$ cat config.mk
export PLATFORM = sky130hd
export DESIGN_NAME = keyword_result_smoother_flat
export DESIGN_NICKNAME = d
export VERILOG_FILES = /design/src/ksm_pkg.sv /design/src/ksm_in_if.sv /design/src/ksm_out_if.sv /design/src/keyword_result_smoother.sv /design/src/flat_wrapper.sv
export SDC_FILE = /design/constraint.sdc
export NUM_CORES = 1
export LEC_CHECK = 0
export ABC_AREA = 1
export BUFFER_PORTS_ARGS = -buffer_cell sky130_fd_sc_hd__buf_2
export CORE_ASPECT_RATIO = 2
export CORE_UTILIZATION = 40
export CTS_BUF_LIST = sky130_fd_sc_hd__clkbuf_16
export CTS_CLUSTER_SIZE = 16
export DETAILED_ROUTE_END_ITERATION = 10
export GPL_ROUTABILITY_DRIVEN = 0
export RECOVER_POWER = 100
export REMOVE_ABC_BUFFERS = 1
export SLEW_MARGIN = 20
export SYNTH_ARGS = -nofsm -noshare
export SYNTH_HDL_FRONTEND = slang
export SYNTH_SLANG_ARGS = --single-unit
$ cat constraint.sdc
create_clock -name i_clk -period 3.98 [get_ports i_clk]
set_input_delay 0.398 -clock i_clk [delete_from_list [all_inputs] [get_ports i_clk]]
set_output_delay 0.398 -clock i_clk [all_outputs]
set_load 0.01 [all_outputs]
$ cat src/ksm_pkg.sv
package ksm_pkg;

    // Window and class geometry
    localparam int WIN_LEN   = 40;
    localparam int NUM_CLS   = 12;
    localparam int CODE_W    = 4;
    localparam int POS_W     = $clog2(WIN_LEN);
    localparam int CNT_W     = $clog2(WIN_LEN + 1);
    localparam int CLS_IDX_W = $clog2(NUM_CLS);
    localparam int THR_W     = 6;
    localparam int HOLD_W    = 8;
    localparam int APB_AW    = 3;
    localparam int APB_DW    = 32;

    localparam logic [CODE_W-1:0] SIL_CODE = CODE_W'(10);
    localparam logic [CODE_W-1:0] MAX_CODE = CODE_W'(NUM_CLS - 1);

    // Register reset values
    localparam logic [THR_W-1:0]  THR_RST  = THR_W'(20);
    localparam logic [HOLD_W-1:0] HOLD_RST = HOLD_W'(40);

    typedef logic [CODE_W-1:0] t_code;
    typedef logic [CNT_W-1:0]  t_cnt;
    typedef logic [POS_W-1:0]  t_pos;

    // Register index, taken from paddr[2]
    typedef enum logic {
        REG_THR  = 1'b0,
        REG_HOLD = 1'b1
    } t_reg_idx;

    // Sequencer states, one-hot
    typedef enum logic [4:0] {
        S_IDLE = 5'b00001,
        S_UPD  = 5'b00010,
        S_ARG  = 5'b00100,
        S_SCAN = 5'b01000,
        S_DONE = 5'b10000
    } t_state;

endpackage

$ cat src/ksm_in_if.sv
interface ksm_in_if;
    import ksm_pkg::*;

    logic        valid;
    logic        ready;
    logic [CODE_W-1:0] class_code;

    modport source (output valid, output class_code, input ready);
    modport sink   (input valid, input class_code, output ready);
endinterface

$ cat src/ksm_out_if.sv
interface ksm_out_if;
    import ksm_pkg::*;

    logic              valid;
    logic              ready;
    logic              detect_pulse;
    logic [CODE_W-1:0] detected_class;
    logic [CODE_W-1:0] majority_class;
    logic [CNT_W-1:0]  majority_count;
    logic              in_holdoff;

    modport source (
        output valid, output detect_pulse, output detected_class,
        output majority_class, output majority_count, output in_holdoff,
        input ready
    );
    modport sink (
        input valid, input detect_pulse, input detected_class,
        input majority_class, input majority_count, input in_holdoff,
        output ready
    );
endinterface

$ cat src/keyword_result_smoother.sv
// keyword_result_smoother
//
// Smooths a stream of keyword classifier codes. i_in carries one class code
// per transfer; o_out carries one result per input: detection pulse and class,
// window majority class and count, and the holdoff flag. Both channels use
// valid/ready. Over APB the user must write run threshold (address 0) and
// holdoff length (address 4) only while idle; the block does not enforce it.
//
// Each item goes from input transfer to result through the update of the
// window and histogram, the argmax over the histogram, and the window scan
// through the single read port of the window memory (cut short when a
// detection ends the scan), then the load of the output register. i_in.ready
// is high only in idle, so the block takes no new item until the previous
// one has finished its scan and loaded its result into the output register.
// A finished result sits in the output register; the next input is
// taken while it waits, and only the end of the following item stalls
// until the receiver takes it.
// Reset returns the window to all silence (per-entry valid bits), the
// histogram to silence only, holdoff off and the registers to 20 and 40.
module keyword_result_smoother (
    input  logic                            i_clk,
    input  logic                            i_rst_n,
    ksm_in_if.sink                          i_in,
    ksm_out_if.source                       o_out,
    input  logic                            psel,
    input  logic                            penable,
    input  logic                            pwrite,
    input  logic [ksm_pkg::APB_AW-1:0]      paddr,
    input  logic [ksm_pkg::APB_DW-1:0]      pwdata,
    output logic [ksm_pkg::APB_DW-1:0]      prdata,
    output logic                            pready
);
    import ksm_pkg::*;

    // Configuration and control state
    logic [THR_W-1:0]  r_thr;
    logic [HOLD_W-1:0] r_hold_len;
    t_state            r_state;
    t_pos              r_wr_pos;
    t_pos              r_rd_ptr;
    t_code             r_prev;
    t_code             r_code;
    logic              r_was_det;
    logic              r_hold_mode;
    logic [HOLD_W-1:0] r_hold_cnt;

    // Window memory with per-entry valid bits
    t_code             r_win [WIN_LEN];
    logic [WIN_LEN-1:0] r_wvld;
    t_code             r_rd_data;
    logic              r_rd_vbit;
    t_pos              rd_addr;
    t_code             rd_word;

    // Histogram lanes and argmax
    t_cnt                 r_hist [NUM_CLS];
    logic [CLS_IDX_W-1:0] r_idx;
    t_code                r_best_cls;
    t_cnt                 r_best_cnt;

    // Scan
    logic  r_rd_pend;
    t_pos  r_scan_cnt;
    t_code r_cur;
    t_cnt  r_run;
    logic  r_fire;
    logic  scan_first;
    logic  scan_match;
    t_cnt  n_run;
    logic  n_fire;

    // Output register
    logic  r_out_vld;
    logic  r_out_pulse;
    t_code r_out_dcls;
    t_code r_out_mcls;
    t_cnt  r_out_mcnt;
    logic  r_out_hold;

    logic  in_xfer;
    logic  out_free;
    t_code in_clamped;
    t_code old_word;
    t_code n_entry;
    logic [HOLD_W-1:0] n_hold_cnt;
    logic  n_hold_mode;
    logic  cfg_wr;
    t_reg_idx cfg_idx;

    function automatic t_pos next_pos(input t_pos p);
        t_pos q;
        if (p == POS_W'(WIN_LEN - 1)) begin
            q = '0;
        end else begin
            q = p + 1'b1;
        end
        return q;
    endfunction

    assign in_xfer    = i_in.valid && i_in.ready;
    assign out_free   = !r_out_vld || o_out.ready;
    assign i_in.ready = (r_state == S_IDLE);
    assign in_clamped = (i_in.class_code > MAX_CODE) ? MAX_CODE : i_in.class_code;

    // APB register file
    assign pready  = 1'b1;
    assign cfg_wr  = psel && penable && pwrite;
    assign cfg_idx = t_reg_idx'(paddr[2]);

    always_comb begin
        unique case (cfg_idx)
            REG_THR:  prdata = APB_DW'(r_thr);
            REG_HOLD: prdata = APB_DW'(r_hold_len);
            default:  prdata = '0;
        endcase
    end

    always_ff @(posedge i_clk) begin
        if (!i_rst_n) begin
            r_thr      <= THR_RST;
            r_hold_len <= HOLD_RST;
        end else if (cfg_wr) begin
            unique case (cfg_idx)
                REG_THR:  r_thr      <= pwdata[THR_W-1:0];
                REG_HOLD: r_hold_len <= pwdata[HOLD_W-1:0];
                default:  ;
            endcase
        end
    end

    // Window memory: one read port, one write port
    assign rd_addr  = (r_state == S_IDLE) ? r_wr_pos : r_rd_ptr;
    assign rd_word  = r_rd_vbit ? r_rd_data : SIL_CODE;
    assign old_word = rd_word;
    assign n_entry  = (r_was_det && (r_code == r_prev)) ? r_code : SIL_CODE;

    always_ff @(posedge i_clk) begin
        if (r_state == S_UPD) begin
            r_win[r_wr_pos] <= n_entry;
        end
        r_rd_data <= r_win[rd_addr];
        r_rd_vbit <= r_wvld[rd_addr];
    end

    always_ff @(posedge i_clk) begin
        if (!i_rst_n) begin
            r_wvld <= '0;
        end else if (r_state == S_UPD) begin
            r_wvld[r_wr_pos] <= 1'b1;
        end
    end

    // Histogram lanes: drop the evicted code, count the entering one
    always_ff @(posedge i_clk) begin
        if (!i_rst_n) begin
            for (int c = 0; c < NUM_CLS; c++) begin
                r_hist[c] <= (CODE_W'(c) == SIL_CODE) ? CNT_W'(WIN_LEN) : '0;
            end
        end else if (r_state == S_UPD) begin
            for (int c = 0; c < NUM_CLS; c++) begin
                if (n_entry == CODE_W'(c) && old_word != CODE_W'(c)) begin
                    r_hist[c] <= r_hist[c] + 1'b1;
                end else if (old_word == CODE_W'(c) && n_entry != CODE_W'(c)) begin
                    r_hist[c] <= r_hist[c] - 1'b1;
                end
            end
        end
    end

    // Scan step: run counter restarts at zero on a class change
    assign scan_first = (r_scan_cnt == '0);
    assign scan_match = scan_first || (rd_word == r_cur);
    assign n_run      = scan_match ? (r_run + 1'b1) : '0;
    assign n_fire     = (n_run == CNT_W'(r_thr)) && (rd_word != SIL_CODE) && r_was_det;

    // Holdoff update for the finished item
    always_comb begin
        n_hold_cnt  = '0;
        n_hold_mode = r_hold_mode;
        if (r_was_det) begin
            if (r_fire) begin
                n_hold_mode = 1'b1;
            end
        end else begin
            n_hold_cnt = r_hold_cnt + 1'b1;
            if (n_hold_cnt == r_hold_len) begin
                n_hold_mode = 1'b0;
            end
        end
    end

    // Sequencer
    always_ff @(posedge i_clk) begin
        if (!i_rst_n) begin
            r_state     <= S_IDLE;
            r_wr_pos    <= '0;
            r_prev      <= SIL_CODE;
            r_hold_mode <= 1'b0;
            r_hold_cnt  <= '0;
            r_rd_pend   <= 1'b0;
            r_fire      <= 1'b0;
        end else begin
            unique case (r_state)
                S_IDLE: begin
                    if (in_xfer) begin
                        r_code    <= in_clamped;
                        r_was_det <= !r_hold_mode;
                        r_state   <= S_UPD;
                    end
                end
                S_UPD: begin
                    r_prev     <= r_code;
                    r_wr_pos   <= next_pos(r_wr_pos);
                    r_rd_ptr   <= next_pos(r_wr_pos);
                    r_idx      <= '0;
                    r_best_cls <= '0;
                    r_best_cnt <= '0;
                    r_state    <= S_ARG;
                end
                S_ARG: begin
                    if (r_hist[r_idx] > r_best_cnt) begin
                        r_best_cls <= CODE_W'(r_idx);
                        r_best_cnt <= r_hist[r_idx];
                    end
                    r_idx <= r_idx + 1'b1;
                    if (r_idx == CLS_IDX_W'(NUM_CLS - 1)) begin
                        r_scan_cnt <= '0;
                        r_run      <= '0;
                        r_rd_pend  <= 1'b0;
                        r_fire     <= 1'b0;
                        r_state    <= S_SCAN;
                    end
                end
                S_SCAN: begin
                    r_rd_ptr  <= next_pos(r_rd_ptr);
                    r_rd_pend <= 1'b1;
                    if (r_rd_pend) begin
                        r_cur      <= rd_word;
                        r_run      <= n_run;
                        r_scan_cnt <= r_scan_cnt + 1'b1;
                        if (n_fire) begin
                            r_fire  <= 1'b1;
                            r_state <= S_DONE;
                        end else if (r_scan_cnt == POS_W'(WIN_LEN - 1)) begin
                            r_state <= S_DONE;
                        end
                    end
                end
                S_DONE: begin
                    if (out_free) begin
                        r_hold_mode <= n_hold_mode;
                        r_hold_cnt  <= n_hold_cnt;
                        r_rd_pend   <= 1'b0;
                        r_state     <= S_IDLE;
                    end
                end
                default: r_state <= S_IDLE;
            endcase
        end
    end

    // Output register
    always_ff @(posedge i_clk) begin
        if (!i_rst_n) begin
            r_out_vld <= 1'b0;
        end else if (r_state == S_DONE && out_free) begin
            r_out_vld <= 1'b1;
        end else if (o_out.ready) begin
            r_out_vld <= 1'b0;
        end
    end

    always_ff @(posedge i_clk) begin
        if (r_state == S_DONE && out_free) begin
            r_out_pulse <= r_fire;
            r_out_dcls  <= r_fire ? r_cur : '0;
            r_out_mcls  <= r_best_cls;
            r_out_mcnt  <= r_best_cnt;
            r_out_hold  <= n_hold_mode;
        end
    end

    assign o_out.valid          = r_out_vld;
    assign o_out.detect_pulse   = r_out_pulse;
    assign o_out.detected_class = r_out_dcls;
    assign o_out.majority_class = r_out_mcls;
    assign o_out.majority_count = r_out_mcnt;
    assign o_out.in_holdoff     = r_out_hold;

`ifndef NO_ASSERTIONS
    a_det_holdoff: assert property (@(posedge i_clk) disable iff (!i_rst_n)
        (o_out.valid && o_out.detect_pulse) |-> o_out.in_holdoff)
        else $error("detection without holdoff");

    a_det_class: assert property (@(posedge i_clk) disable iff (!i_rst_n)
        (o_out.valid && o_out.detect_pulse) |-> (o_out.detected_class != SIL_CODE))
        else $error("detection on silence");

    a_maj_nonzero: assert property (@(posedge i_clk) disable iff (!i_rst_n)
        o_out.valid |-> (o_out.majority_count != '0))
        else $error("majority count zero");

    a_start: assert property (@(posedge i_clk) disable iff (!i_rst_n)
        (i_in.valid && i_in.ready) |=> (r_state == S_UPD))
        else $error("accepted item did not start update");
`endif

endmodule

$ cat src/flat_wrapper.sv
// flat-port wrapper written by rule: the top's interface ports become plain ports
module keyword_result_smoother_flat import ksm_pkg::*;
  (i_clk, i_rst_n, psel, penable, pwrite, paddr, pwdata, prdata, pready, i_in_valid, i_in_class_code, i_in_ready, o_out_valid, o_out_detect_pulse, o_out_detected_class, o_out_majority_class, o_out_majority_count, o_out_in_holdoff, o_out_ready);
  ksm_in_if i_in_i ();
  ksm_out_if o_out_i ();
  input  logic i_clk;
  input  logic i_rst_n;
  input  logic psel;
  input  logic penable;
  input  logic pwrite;
  input  logic [ksm_pkg::APB_AW-1:0] paddr;
  input  logic [ksm_pkg::APB_DW-1:0] pwdata;
  output logic [ksm_pkg::APB_DW-1:0] prdata;
  output logic pready;
  input wire logic [$bits(i_in_i.valid)-1:0] i_in_valid;
  input wire logic [$bits(i_in_i.class_code)-1:0] i_in_class_code;
  output wire logic [$bits(i_in_i.ready)-1:0] i_in_ready;
  output wire logic [$bits(o_out_i.valid)-1:0] o_out_valid;
  output wire logic [$bits(o_out_i.detect_pulse)-1:0] o_out_detect_pulse;
  output wire logic [$bits(o_out_i.detected_class)-1:0] o_out_detected_class;
  output wire logic [$bits(o_out_i.majority_class)-1:0] o_out_majority_class;
  output wire logic [$bits(o_out_i.majority_count)-1:0] o_out_majority_count;
  output wire logic [$bits(o_out_i.in_holdoff)-1:0] o_out_in_holdoff;
  input wire logic [$bits(o_out_i.ready)-1:0] o_out_ready;
  assign i_in_i.valid = i_in_valid;
  assign i_in_i.class_code = i_in_class_code;
  assign i_in_ready = i_in_i.ready;
  assign o_out_valid = o_out_i.valid;
  assign o_out_detect_pulse = o_out_i.detect_pulse;
  assign o_out_detected_class = o_out_i.detected_class;
  assign o_out_majority_class = o_out_i.majority_class;
  assign o_out_majority_count = o_out_i.majority_count;
  assign o_out_in_holdoff = o_out_i.in_holdoff;
  assign o_out_i.ready = o_out_ready;
  keyword_result_smoother u_core (.i_clk(i_clk), .i_rst_n(i_rst_n), .i_in(i_in_i), .o_out(o_out_i), .psel(psel), .penable(penable), .pwrite(pwrite), .paddr(paddr), .pwdata(pwdata), .prdata(prdata), .pready(pready));
endmodule
==> flow_summary.ini <==
[status]
status = finished with violations
violations = max-capacitance violations, max-slew violations

[clock_tree]
cts_buffers = 36
clockRootBuffer = clkbuf_16
clock_path_buffers = 3
clkSinkCount = 379
cts_tree = yes
post-cts-setup-buffer-count = 0
cts_resized = 0
cts-hold-fix-buffers = 0
htreeDepth = 2
clk_latency_ns = 0.54
cts.clk_slew.worst_paths_ns = 0.06

[logic_synthesis]
ys_types = 47
synth_edf_count = 289
synthCells = 2071
synth_area_per_cell_um2 = 9.30
async_flop_share_pct = 0
syn-cell-area_um2 = 19300
synth-main-ff-cell = edfxtp_1
ys_seq_area_share_pct = 54.4
synth.ff_latch_count = 379
yosys_warnings = 0

[worst_setup_path]
rrSetupSlack_ns = 0.37
critPathKind = reg -> reg
worstSetupEndpointType = register
cp_max_fo = 6
critPathLaunchType = register
arrival_ns = 3.91
cp.required_ns = 4.28

[detailed_routing]
vias = 14284
drtPass1Iterations = 6
drc_errors = 0
drtIter0Drc = 872
viasPerCell = 5.17
wire_per_inst_um = 17.5
drt-total-wl_um = 48200
ant_nets = 0

[layout]
syn2layout_area_growth_pct = 9.82
final_cells = 2761
final_layout_size_suffix_gt1_share_pct = 5.40
regArea_um2 = 10500
multiInputGateArea_um2 = 7320
layout.nets = 2217
fill_cells = 4643
n_antenna_cell = 0

[sta]
min_period_ns = 3.61
rsz0062_at_grt = no
fin_setup_tns_ns = 0
fmax_mhz = 277
whs_ns = 0.0908
relSlewSlack_pct = -130
worst_pin_slew_ns = 3.46
finalCritPeriodShare_pct = 90.7
fin_ws_ns = 0.371
setup_viol_count_final = 0
hold_violations = 0
skew_ns = 0.0156
drv_slew = 279

[grt]
antenna_found_initial = 0
grt_pass1_vias = 14302
grt_max_degree = 150
overflow = 0
grt_pass1_wl_um = 75000
grt_usage_pct = 20.0

[pwr]
peakVddDrop_mv = 0.669
powerDensity_nw_per_um2 = 556
p_leak_nw = 8.51
power_w = 0.0118

[floorplanning]
core_um2 = 47500
io_pins = 97
die_h_um = 312
initial_utilization_pct = 40.6
die-width_um = 157
dieArea_um2 = 49100
num_rows = 113

[placement]
hpwl_um = 34700
portBuffers = 45
place_ws_ns = 0.450
dp.cells = 2695

[worst_hold_path]
hold_class = in -> reg

[job]
drv_cap = 6
==> critical path, cell delays in order, from the launching register on <==
cell and delay, ns:
edfxtp_1 0.50, xor2_1 0.20, nor3_2 0.15, nand2_1 0.15, nor2_1 0.15, inv_1 0.07
nor2_1 0.35, nand2_1 0.09, nand2_1 0.20, inv_1 0.17, ha_1 0.36, a21oi_1 0.16
nand2_1 0.10, a21oi_1 0.14, o21bai_1 0.11, xor2_1 0.17, xor2_1 0.18, nand2_1 0.07
inv_1 0.03
==> routing by layer <==
metal / share of wire, % / GRT usage (%) / vias up / wire length [um]
li1: - / - / 6997 / -
met1: 34 / 18.8 / 6815 / 16400
met2: 56 / 39.7 / 333 / 27100
met3: 3.0 / 1.86 / 139 / 1440
met4: 6.8 / 13.2 / 0 / 3300
met5: 0 / 0 / - / 0
==> synth_stat cells, drive strengths merged (4+ instances only) <==
cell | count | area, um2
a21oi | 110 | 551
buf | 61 | 384
clkbuf | 36 | 135
dfxtp | 90 | 1800
edfxtp | 289 | 8680
fa | 11 | 220
ha | 59 | 738
inv | 251 | 942
mux2i | 11 | 110
nand2 | 344 | 1330
nand3 | 135 | 693
nand4 | 20 | 138
nor2 | 305 | 1190
nor3 | 16 | 85.1
nor3b | 4 | 50.1
o211ai | 82 | 616
o21ai | 118 | 602
o21bai | 11 | 86.3
o221ai | 7 | 61.3
o22ai | 10 | 62.6
or2 | 22 | 138
xnor2 | 11 | 96.3
xor2 | 53 | 464
==> sequential cells by signal (all words and copies together) (netlist names), 8 cells and up, named ones only <==
register and flops:
u_core.r_hist 72, u_core.r_hold_cnt 8, u_core.r_hold_len 8, u_core.r_win 160
u_core.r_wvld 40
==> layout make-up <==
class | instances | area share (%)
clock buffer | 38 | 4.49
clock inverter | 28 | 1.58
inverter | 253 | 4.49
multi-input combinational | 1365 | 34.6
sequential | 379 | 49.5
tap | 632 | 3.74
timing repair buffer | 66 | 1.60
==> metrics by stage <==
step | cell area (um2) | util, %
finish | 21200 | 44.5
global route | 21200 | 44.5
CTS | 21300 | 44.9
detailed placement | 20100 | 42.2
global placement | 20100 | 42.2
floorplan | 18800 | -
==> power by group <==
group | internal [W] | switching, W | total [W]
Clock | 0.00221 | 0.00155 | 0.00375
Combinational | 0.000998 | 0.00248 | 0.00348
Sequential | 0.00441 | 0.000127 | 0.00454
==> final timing paths <==
check                       startpoint                        endpoint  cells past startpoint
setup / recovery      u_core.r_code[2]             u_core.r_hist[8][5]                     18
hold / removal               pwdata[3]            u_core.r_hold_len[3]                      3
setup reg to reg      u_core.r_code[2]             u_core.r_hist[8][5]                     18
hold reg to reg   u_core.r_best_cls[2]  u_core.o_out.majority_class[2]                      0
==> cells in the final DEF, fill, tap and decap left out, types with 11 or more instances in the layout <==
cell type,instances
nor3_1,15
buf_2,18
xnor2_1,11
conb_1,25
fa_1,11
mux2i_1,11
ha_1,59
clkbuf_16,38
clkbuf_1,39
inv_1,243
xor2_1,53
or2_1,16
nand2_1,341
edfxtp_1,289
o21ai_0,110
nand3_1,135
o211ai_1,82
dfxtp_1,89
nor2_1,300
a21oi_1,110
nand4_1,19
==> logic make-up after synthesis <==
logic type / share of synthesized area (%)
DFF: 54.4
and+or+nand+nor: 18.9
other: 0.0390
buffers and inverters: 7.62
AOI/OAI and AO/OA: 10.6
muxes: 0.571
xor gates and xnor gates: 2.91
adders and majority gates: 4.97
No activity file was read; power rests on OpenSTA's default activity.
